<file path="config.mk">
export PLATFORM = sky130hd
export DESIGN_NAME = interval_graph_fvs_sweep
export DESIGN_NICKNAME = d
export VERILOG_FILES = /design/src/igfvs_pkg.sv /design/src/igfvs_ctrl.sv /design/src/igfvs_dp.sv /design/src/interval_graph_fvs_sweep.sv
export SDC_FILE = /design/constraint.sdc
export NUM_CORES = 2
export LEC_CHECK = 0
export BUFFER_PORTS_ARGS = -buffer_cell sky130_fd_sc_hd__buf_4
export CAP_MARGIN = 15
export CORE_ASPECT_RATIO = 1.5
export CORE_MARGIN = 5
export CORE_UTILIZATION = 50
export DETAILED_ROUTE_END_ITERATION = 8
export GPL_TIMING_DRIVEN = 0
export PLACE_DENSITY_LB_ADDON = 0.1
export SLEW_MARGIN = 5
export SYNTH_ARGS = -nofsm -noshare
export SYNTH_HDL_FRONTEND = slang
export SYNTH_SLANG_ARGS = --single-unit
</file>
<file path="constraint.sdc">
create_clock -name clock -period 10.75 [get_ports clock]
set_clock_uncertainty 0.15 [all_clocks]
set_input_delay 0 -clock clock [delete_from_list [all_inputs] [get_ports clock]]
set_output_delay 0 -clock clock [all_outputs]
set_load 0.02 [all_outputs]
</file>
<file path="src/igfvs_pkg.sv">
package igfvs_pkg;

   localparam int MaxIntervals = 32;
   localparam int CoordWidth = 16;
   localparam int IdWidth = 10;

   typedef struct packed {
      logic load_start;
      logic load_end;
      logic sort_init;
      logic sort_issue;
      logic sw_rd_order;
      logic sw_rd_info;
      logic sw_proc;
      logic finish;
   } cmd_type;

   typedef struct packed {
      logic has_room;
      logic final_seen;
      logic set_empty;
      logic sort_done;
      logic sw_last;
      logic out_free;
   } status_type;

endpackage

</file>
<file path="src/igfvs_ctrl.sv">
module igfvs_ctrl (
   input  logic                 clock,
   input  logic                 reset,
   input  logic                 req_valid,
   input  logic                 req_final_item,
   output logic                 req_stall,
   input  igfvs_pkg::status_type sts,
   output igfvs_pkg::cmd_type    cmd
);
   import igfvs_pkg::*;

   typedef enum logic [6:0] {
      S_LOAD   = 7'b0000001,
      S_LOAD2  = 7'b0000010,
      S_START  = 7'b0000100,
      S_SORT   = 7'b0001000,
      S_SWADDR = 7'b0010000,
      S_SWCODE = 7'b0100000,
      S_SWPROC = 7'b1000000
   } state_type;

   state_type state_ff, state_in;
   logic      fin_ff, fin_in;
   logic      accept;

   assign req_stall = (state_ff != S_LOAD) || fin_ff;
   assign accept = req_valid && !req_stall;

   always_comb begin
      state_in = state_ff;
      fin_in = fin_ff;
      cmd = '0;
      case (state_ff)
         S_LOAD: begin
            if (fin_ff) begin
               if (sts.out_free) begin
                  cmd.finish = 1'b1;
                  fin_in = 1'b0;
               end
            end else if (accept) begin
               cmd.load_start = 1'b1;
               if (sts.has_room) begin
                  state_in = S_LOAD2;
               end else if (req_final_item) begin
                  state_in = S_START;
               end
            end
         end
         S_LOAD2: begin
            cmd.load_end = 1'b1;
            state_in = sts.final_seen ? S_START : S_LOAD;
         end
         S_START: begin
            cmd.sort_init = 1'b1;
            if (sts.set_empty) begin
               state_in = S_LOAD;
               fin_in = 1'b1;
            end else begin
               state_in = S_SORT;
            end
         end
         S_SORT: begin
            cmd.sort_issue = 1'b1;
            if (sts.sort_done) begin
               state_in = S_SWADDR;
            end
         end
         S_SWADDR: begin
            cmd.sw_rd_order = 1'b1;
            state_in = S_SWCODE;
         end
         S_SWCODE: begin
            cmd.sw_rd_info = 1'b1;
            state_in = S_SWPROC;
         end
         S_SWPROC: begin
            if (sts.out_free) begin
               cmd.sw_proc = 1'b1;
               if (sts.sw_last) begin
                  state_in = S_LOAD;
                  fin_in = 1'b1;
               end else begin
                  state_in = S_SWADDR;
               end
            end
         end
         default: begin
            state_in = S_LOAD;
         end
      endcase
   end

   always_ff @(posedge clock) begin
      if (reset) begin
         state_ff <= S_LOAD;
         fin_ff <= 1'b0;
      end else begin
         state_ff <= state_in;
         fin_ff <= fin_in;
      end
   end

endmodule

</file>
<file path="src/igfvs_dp.sv">
module igfvs_dp #(
   parameter int MAX_INTERVALS = igfvs_pkg::MaxIntervals,
   parameter int COORD_WIDTH = igfvs_pkg::CoordWidth
) (
   input  logic                            clock,
   input  logic                            reset,
   input  logic [COORD_WIDTH-1:0]          req_start_pos,
   input  logic [COORD_WIDTH-1:0]          req_end_pos,
   input  logic [igfvs_pkg::IdWidth-1:0]   req_ident,
   input  logic                            req_final_item,
   input  igfvs_pkg::cmd_type              cmd,
   output igfvs_pkg::status_type           sts,
   output logic                            rsp_valid,
   input  logic                            rsp_stall,
   output logic [igfvs_pkg::IdWidth-1:0]   rsp_member_id,
   output logic                            rsp_empty_set,
   output logic                            rsp_overflow,
   output logic                            rsp_run_end
);
   import igfvs_pkg::*;

   localparam int IW = (MAX_INTERVALS > 1) ? $clog2(MAX_INTERVALS) : 1;
   localparam int CW = IW + 1;
   localparam int Depth2 = 2 * MAX_INTERVALS;

   logic [COORD_WIDTH-1:0] coord_mem [Depth2];
   logic [CW-1:0]          order_mem [Depth2];
   logic [IW-1:0]          rank_mem  [MAX_INTERVALS];
   logic [IdWidth-1:0]     ident_mem [MAX_INTERVALS];

   logic [IW:0]            count_ff;
   logic                   ovf_ff;
   logic                   final_ff;
   logic [COORD_WIDTH-1:0] endp_ff;
   logic [CW-1:0]          last_code;

   logic [CW-1:0]          a_ff, b_ff;
   logic                   issued_ff;
   logic                   s1_vld_ff, s1_last_ff;
   logic [CW-1:0]          s1_a_ff, s1_b_ff;
   logic [COORD_WIDTH-1:0] rd_a_ff, rd_b_ff;
   logic [CW-1:0]          pos_ff;
   logic [IW-1:0]          rank_ff;
   logic                   b_first;
   logic [CW-1:0]          pos_sum;
   logic [IW-1:0]          rank_sum;
   logic                   issue;

   logic [CW-1:0]          i_ff;
   logic [CW-1:0]          code_ff;
   logic [IW-1:0]          e_ff;
   logic                   kind_ff;
   logic [IW-1:0]          rk_ff;
   logic [IdWidth-1:0]     idn_ff;

   logic                   hv_ff, lv_ff;
   logic [IW-1:0]          ah_e_ff, al_e_ff, ah_r_ff, al_r_ff;
   logic [IdWidth-1:0]     ah_id_ff, al_id_ff;
   logic                   pend_vld_ff;
   logic [IdWidth-1:0]     pend_id_ff;

   logic                   emit;
   logic [IdWidth-1:0]     emit_id;
   logic                   nl, nh;

   logic                   out_vld_ff, out_empty_ff, out_ovf_ff, out_end_ff;
   logic [IdWidth-1:0]     out_id_ff;
   logic                   out_free;

   assign last_code = CW'({count_ff, 1'b0} - 1'b1);
   assign out_free = !out_vld_ff || !rsp_stall;
   assign issue = cmd.sort_issue && !issued_ff;

   assign sts.has_room = (count_ff < (IW+1)'(MAX_INTERVALS));
   assign sts.final_seen = final_ff;
   assign sts.set_empty = (count_ff == '0);
   assign sts.sort_done = issued_ff && !s1_vld_ff;
   assign sts.sw_last = (i_ff == last_code);
   assign sts.out_free = out_free;

   assign b_first = (rd_b_ff < rd_a_ff) ||
                    ((rd_b_ff == rd_a_ff) &&
                     ((s1_b_ff[0] < s1_a_ff[0]) ||
                      ((s1_b_ff[0] == s1_a_ff[0]) && (s1_b_ff < s1_a_ff))));
   assign pos_sum = pos_ff + CW'(b_first);
   assign rank_sum = rank_ff + IW'(b_first && s1_b_ff[0]);

   always_comb begin
      emit = 1'b0;
      emit_id = idn_ff;
      if (!kind_ff && hv_ff && lv_ff) begin
         emit = 1'b1;
         if (rk_ff < ah_r_ff) begin
            emit_id = ah_id_ff;
         end
      end
      nl = lv_ff && (al_e_ff != e_ff);
      nh = hv_ff && (ah_e_ff != e_ff);
   end

   always_ff @(posedge clock) begin
      if (cmd.load_start && sts.has_room) begin
         coord_mem[{count_ff[IW-1:0], 1'b0}] <= req_start_pos;
         ident_mem[count_ff[IW-1:0]] <= req_ident;
      end else if (cmd.load_end) begin
         coord_mem[{count_ff[IW-1:0], 1'b1}] <= endp_ff;
      end
      if (issue) begin
         rd_a_ff <= coord_mem[a_ff];
         rd_b_ff <= coord_mem[b_ff];
      end
      if (s1_vld_ff && s1_last_ff) begin
         order_mem[pos_sum] <= s1_a_ff;
         if (s1_a_ff[0]) begin
            rank_mem[s1_a_ff[CW-1:1]] <= rank_sum;
         end
      end
      if (cmd.sw_rd_order) begin
         code_ff <= order_mem[i_ff];
      end
      if (cmd.sw_rd_info) begin
         rk_ff <= rank_mem[code_ff[CW-1:1]];
         idn_ff <= ident_mem[code_ff[CW-1:1]];
         e_ff <= code_ff[CW-1:1];
         kind_ff <= code_ff[0];
      end
   end

   always_ff @(posedge clock) begin
      if (cmd.load_start) begin
         endp_ff <= req_end_pos;
      end
      if (issue) begin
         s1_a_ff <= a_ff;
         s1_b_ff <= b_ff;
         s1_last_ff <= (b_ff == last_code);
      end
      if (s1_vld_ff) begin
         pos_ff <= s1_last_ff ? '0 : pos_sum;
         rank_ff <= s1_last_ff ? '0 : rank_sum;
      end
      if (cmd.sort_init) begin
         pos_ff <= '0;
         rank_ff <= '0;
      end
      if (cmd.sw_proc) begin
         if (!kind_ff) begin
            if (!hv_ff) begin
               ah_e_ff <= e_ff; ah_r_ff <= rk_ff; ah_id_ff <= idn_ff;
            end else if (!lv_ff) begin
               if (rk_ff > ah_r_ff) begin
                  al_e_ff <= ah_e_ff; al_r_ff <= ah_r_ff; al_id_ff <= ah_id_ff;
                  ah_e_ff <= e_ff; ah_r_ff <= rk_ff; ah_id_ff <= idn_ff;
               end else begin
                  al_e_ff <= e_ff; al_r_ff <= rk_ff; al_id_ff <= idn_ff;
               end
            end else if (rk_ff < al_r_ff) begin
               ah_e_ff <= al_e_ff; ah_r_ff <= al_r_ff; ah_id_ff <= al_id_ff;
               al_e_ff <= e_ff; al_r_ff <= rk_ff; al_id_ff <= idn_ff;
            end else if (rk_ff < ah_r_ff) begin
               ah_e_ff <= e_ff; ah_r_ff <= rk_ff; ah_id_ff <= idn_ff;
            end
         end else if (nl && !nh) begin
            ah_e_ff <= al_e_ff; ah_r_ff <= al_r_ff; ah_id_ff <= al_id_ff;
         end
         if (emit) begin
            pend_id_ff <= emit_id;
         end
      end
      if (cmd.finish) begin
         out_id_ff <= pend_vld_ff ? pend_id_ff : '0;
         out_empty_ff <= !pend_vld_ff;
         out_ovf_ff <= ovf_ff;
         out_end_ff <= 1'b1;
      end else if (cmd.sw_proc && emit && pend_vld_ff) begin
         out_id_ff <= pend_id_ff;
         out_empty_ff <= 1'b0;
         out_ovf_ff <= ovf_ff;
         out_end_ff <= 1'b0;
      end
   end

   always_ff @(posedge clock) begin
      if (reset) begin
         count_ff <= '0;
         ovf_ff <= 1'b0;
         final_ff <= 1'b0;
         a_ff <= '0;
         b_ff <= '0;
         issued_ff <= 1'b0;
         s1_vld_ff <= 1'b0;
         i_ff <= '0;
         hv_ff <= 1'b0;
         lv_ff <= 1'b0;
         pend_vld_ff <= 1'b0;
         out_vld_ff <= 1'b0;
      end else begin
         if (cmd.load_start) begin
            final_ff <= req_final_item;
            if (!sts.has_room) begin
               ovf_ff <= 1'b1;
            end
         end
         if (cmd.load_end) begin
            count_ff <= count_ff + 1'b1;
         end
         s1_vld_ff <= issue;
         if (cmd.sort_init) begin
            a_ff <= '0;
            b_ff <= '0;
            issued_ff <= 1'b0;
            i_ff <= '0;
            hv_ff <= 1'b0;
            lv_ff <= 1'b0;
            pend_vld_ff <= 1'b0;
         end else if (issue) begin
            if (b_ff == last_code) begin
               b_ff <= '0;
               if (a_ff == last_code) begin
                  issued_ff <= 1'b1;
               end else begin
                  a_ff <= a_ff + 1'b1;
               end
            end else begin
               b_ff <= b_ff + 1'b1;
            end
         end
         if (cmd.sw_proc) begin
            i_ff <= i_ff + 1'b1;
            if (!kind_ff) begin
               if (!hv_ff) begin
                  hv_ff <= 1'b1;
               end else if (!lv_ff) begin
                  lv_ff <= 1'b1;
               end
            end else if (nl && !nh) begin
               hv_ff <= 1'b1;
               lv_ff <= 1'b0;
            end else begin
               hv_ff <= nh;
               lv_ff <= nl;
            end
            if (emit) begin
               pend_vld_ff <= 1'b1;
            end
         end
         if (cmd.finish) begin
            count_ff <= '0;
            ovf_ff <= 1'b0;
            final_ff <= 1'b0;
            pend_vld_ff <= 1'b0;
            hv_ff <= 1'b0;
            lv_ff <= 1'b0;
         end
         if (cmd.finish || (cmd.sw_proc && emit && pend_vld_ff)) begin
            out_vld_ff <= 1'b1;
         end else if (!rsp_stall) begin
            out_vld_ff <= 1'b0;
         end
      end
   end

   assign rsp_valid = out_vld_ff;
   assign rsp_member_id = out_id_ff;
   assign rsp_empty_set = out_empty_ff;
   assign rsp_overflow = out_ovf_ff;
   assign rsp_run_end = out_end_ff;

endmodule

</file>
<file path="src/interval_graph_fvs_sweep.sv">
// A stored interval passes S_LOAD, then S_LOAD2; one beyond the store sets overflow.
// After the final transaction the block ranks and sorts endpoints by pairwise compare
// of all stored endpoints, over two read ports of the coordinate memory.
// Each endpoint then passes S_SWADDR, S_SWCODE, S_SWPROC; result stalls hold S_SWPROC.
// Reset is synchronous and active high; it empties the store and the result register.
module interval_graph_fvs_sweep #(
   parameter int MAX_INTERVALS = igfvs_pkg::MaxIntervals,
   parameter int COORD_WIDTH = igfvs_pkg::CoordWidth
) (
   input  logic                          clock,
   input  logic                          reset,
   input  logic                          req_valid,
   output logic                          req_stall,
   input  logic [COORD_WIDTH-1:0]        req_start_pos,
   input  logic [COORD_WIDTH-1:0]        req_end_pos,
   input  logic [igfvs_pkg::IdWidth-1:0] req_ident,
   input  logic                          req_final_item,
   output logic                          rsp_valid,
   input  logic                          rsp_stall,
   output logic [igfvs_pkg::IdWidth-1:0] rsp_member_id,
   output logic                          rsp_empty_set,
   output logic                          rsp_overflow,
   output logic                          rsp_run_end
);
   import igfvs_pkg::*;

   cmd_type    cmd;
   status_type sts;

   igfvs_ctrl u_ctrl (
      .clock          (clock),
      .reset          (reset),
      .req_valid      (req_valid),
      .req_final_item (req_final_item),
      .req_stall      (req_stall),
      .sts            (sts),
      .cmd            (cmd)
   );

   igfvs_dp #(
      .MAX_INTERVALS (MAX_INTERVALS),
      .COORD_WIDTH   (COORD_WIDTH)
   ) u_dp (
      .clock          (clock),
      .reset          (reset),
      .req_start_pos  (req_start_pos),
      .req_end_pos    (req_end_pos),
      .req_ident      (req_ident),
      .req_final_item (req_final_item),
      .cmd            (cmd),
      .sts            (sts),
      .rsp_valid      (rsp_valid),
      .rsp_stall      (rsp_stall),
      .rsp_member_id  (rsp_member_id),
      .rsp_empty_set  (rsp_empty_set),
      .rsp_overflow   (rsp_overflow),
      .rsp_run_end    (rsp_run_end)
   );

endmodule

</file>
==> impl_metrics.toml <==
[finish]
nFillCells = 13300
mostFrequentLayoutCells = "edfxtp_1, mux4_2, clkbuf_16"
drive_above_1_share_pct = 30.2
nNetsFinal = 5041
multi_input_area_mm2 = 0.0263
final_common_cell = "edfxtp_1"
seq_area_mm2 = 0.0622
synthToLayoutAreaGrowth_pct = 15.3

[floorplan]
core_mm2 = 0.178
ios = 62
die_h_um = 528
die_w_um = 355
fp.dieArea_mm2 = 0.188
start_util_pct = 50.1
rows = 190

[yosys]
synthArstFlopShare_pct = 0
yosysSeqAreaShare_pct = 69.6
ys_warn_count = 0
ys.flop_type = "edfxtp_1"
syn-num-nets = 4561
syn_inst = 4471
syn-cell-area_mm2 = 0.0894
avgSynthCellArea_um2 = 20.0
synth_cell_type_count = 74
synth_edf_count = 2038
ys_seq_elements = 2090

[pwr]
ir_drop_v = 0.000185
power_density_mw_per_mm2 = 165
p_leak_nw = 30.5

[hold_path]
hold_path_class = "in2reg"

[placed_design]
gp_congestion = 1.03
hpwl_mm = 217
pre_cts_ws_ns = 5.67
io_buffer_count = 61

[job]
cap_violations = 0

[setup_path]
crit_type = "reg2reg"
r2r_end = "u_dp.rd_a_ff[7]"
critPathMaxStageDelay_ns = 1.23
crit_slowest_cell = "nor2_1"
path_depth = 6
endpoint_kind = "flip-flop"
crit_fanout = 10
critPathRequiredTime_ns = 11.30
cp.arrival_ns = 6.09
startpoint_type = "flip-flop"
reg2reg_from = "u_dp.a_ff[2]"
r2r_slack_ns = 5.22
crit_family = "buffers and inverters"
cp_cell_sequence = "clkinv_1 > nor2_1 > clkbuf_1 > a21oi_1 > a21oi_1 > a22o_1"
cp-startpoint = "u_dp.a_ff[2]"
crit_end = "u_dp.rd_a_ff[7]"
crit_buf_inv = 2
r2r_cells = 6
cp_common_cell = "a21oi_1"

[clock_tree]
cts.sinks = 2090
cts_tree = "built"
clkSlewWorstSetupHoldPaths_ns = 0.07
ctsResizeCount = 0
root_buffer = "clkbuf_16"
worstSkewPairLatency_ns = 0.88
cts_setup_buffers = 0
cts_buffer_depth = 4
cts_made_buffers = 203
htreeDepth = 4

[timing]
rsz0062_at_grt = "false"
setup_ws_ns = 5.22
min_period_ns = 5.53
setup_viol = 0
fin_crit_sh_pct = 51.5
drv_slew = 0
maxSlewHeadroom_pct = 7.54
worstMarginPinSlew_ns = 1.39
hold_ws_ns = 0.0355
fin_setup_tns_ns = 0
hold_viol_final = 0
fmax_mhz = 181

[global_routing]
antenna_found_initial = 10
grt_overflow = 0
grtUsageTotal_pct = 32.9
grt_pass1_vias = 52200
grt_pass1_wl_mm = 420
grt_max_degree = 44

[detailed_routing]
drt_pre_antenna_iters = 8
totalWireLength_mm = 309
vias_per_cell = 6.86
wl_per_cell_um = 41.7
ant_nets = 0
num_vias = 50800
drt_first_iter_violations = 6882
drc = 0

[status]
status = "completed"
-- worst min-delay path by stage --
stage / from / end / slack (ns) / depth (start not counted)
6_report: req_ident[8] / u_dp.ident_mem[16][8] / 0.04 / 2
5_1_grt: req_ident[8] / u_dp.ident_mem[16][8] / 0.02 / 2
4_1_cts: req_ident[8] / u_dp.ident_mem[16][8] / 0.002 / 2
3_5_place_dp: req_end_pos[3] / u_dp.endp_ff[3] / 0.03 / 1
3_3_place_gp: req_end_pos[8] / u_dp.endp_ff[8] / 0.03 / 1
2_1_floorplan: req_start_pos[0] / u_dp.coord_mem[0][0] / -0.05 / 0
-- Yosys cell counts (3+ instances only) --
master     count  area, um2
a221oi_1      55        482
buf_2         93        465
o22ai_1       31        194
xnor2_1       26        228
o211ai_1       7       52.6
buf_1         37        139
mux4_2       766      17300
nand3_1       44        220
clkbuf_1     145        544
ha_1          43        538
a311oi_1      11       96.3
inv_1         41        154
and4_1         3       26.3
nor2b_1       59        369
a31oi_1        8       50.1
a211oi_1      18        135
o31a_1         5       43.8
nand2b_1      13       81.3
nor3b_1        3       22.5
nor2_1       256        961
o311ai_0      11       96.3
nand2_1      130        488
o21ai_0       96        480
nand4_1        6       37.5
a2111oi_0      6       52.6
nor4_1         4       25.0
mux2i_1       89        891
a21o_1         4       30.0
edfxtp_1    2038      61200
dfxtp_1       52       1040
o2111ai_1      5       43.8
and3_1        12       75.1
a22oi_1       53        398
a22o_1         6       52.6
a21oi_1       88        440
and2_1        10       62.6
or3_1          7       43.8
nor3_1        25        125
xor2_1        22        193
or2_2          4       25.0
mux2_2        98       1100
-- cell families (layout without fill, tap and decap cells) --
kind of cell               after synthesis  count (layout)  share of synthesized area (%)
AOI/OAI and AO/OA                      419             419                           3.13
xor gates and xnor gates                51              51                          0.551
adders and majority gates               43              43                          0.602
buffers and inverters                  322             956                           1.50
DFF                                   2090            2090                           69.6
muxes                                  953             953                           21.5
other                                    0               2                              0
and+or+nand+nor                        593             593                           3.07
-- layer usage --
| metal | global-route usage (%) | part of all wire [%] | vias up |
|---|---|---|---|
| li1 | - | - | 19800 |
| met1 | 36.8 | 32 | 26600 |
| met2 | 55.8 | 50 | 3232 |
| met3 | 6.14 | 8.1 | 1132 |
| met4 | 25.7 | 10 | 0 |
| met5 | 0 | 0 | - |
-- cell type report --
class / instances / area share, %
multi-input combinational: 2059 / 25.5
antenna: 2 / 0.00486
buffer: 278 / 1.16
inverter: 44 / 0.161
tap: 2304 / 2.80
clock inverter: 110 / 1.04
sequential: 2090 / 60.4
clock buffer: 249 / 5.18
timing repair buffer: 275 / 3.81
-- what timing repair did --
item / 4_1_cts / 5_1_grt
hold buffers: 81 / 0
hold endpoints to repair: 955 / 0
endpoints found under the setup margin: 0 / 0
-- through the flow --
| stage | std cells | util, % | area, um2 | power [mW] |
|---|---|---|---|---|
| final | 7411 | 57.8 | 103000 | 17.0 |
| after global routing | 7411 | 57.8 | 103000 | 17.4 |
| after CTS | 7394 | 57.7 | 103000 | 17.0 |
| after detailed placement | 6954 | 53.6 | 95600 | 10.0 |
| after global placement | 6836 | 52.0 | 92700 | 9.88 |
| after floorplan | 4471 | - | 89400 | 9.51 |
-- registers in the layout (all words and copies together), names as in the netlist, 7 cells and up --
signal,cells
u_dp.rd_b_ff,16
u_dp.rd_a_ff,16
u_dp.coord_mem,1024
u_dp.rsp_member_id,10
u_dp.al_id_ff,10
u_dp.rank_mem,160
u_ctrl.state_ff,7
u_dp.pend_id_ff,10
u_dp.idn_ff,10
u_dp.order_mem,384
u_dp.ah_id_ff,10
u_dp.ident_mem,320
u_dp.endp_ff,16
-- power by group --
part | internal (mW) | switching (mW) | total (mW) | leakage (nW)
registers | 9.06 | 0.0892 | 9.15 | 17.8
logic | 0.254 | 0.484 | 0.738 | 9.54
clock network | 3.99 | 3.08 | 7.07 | 3.11
Power figures use the tool's default switching activity.
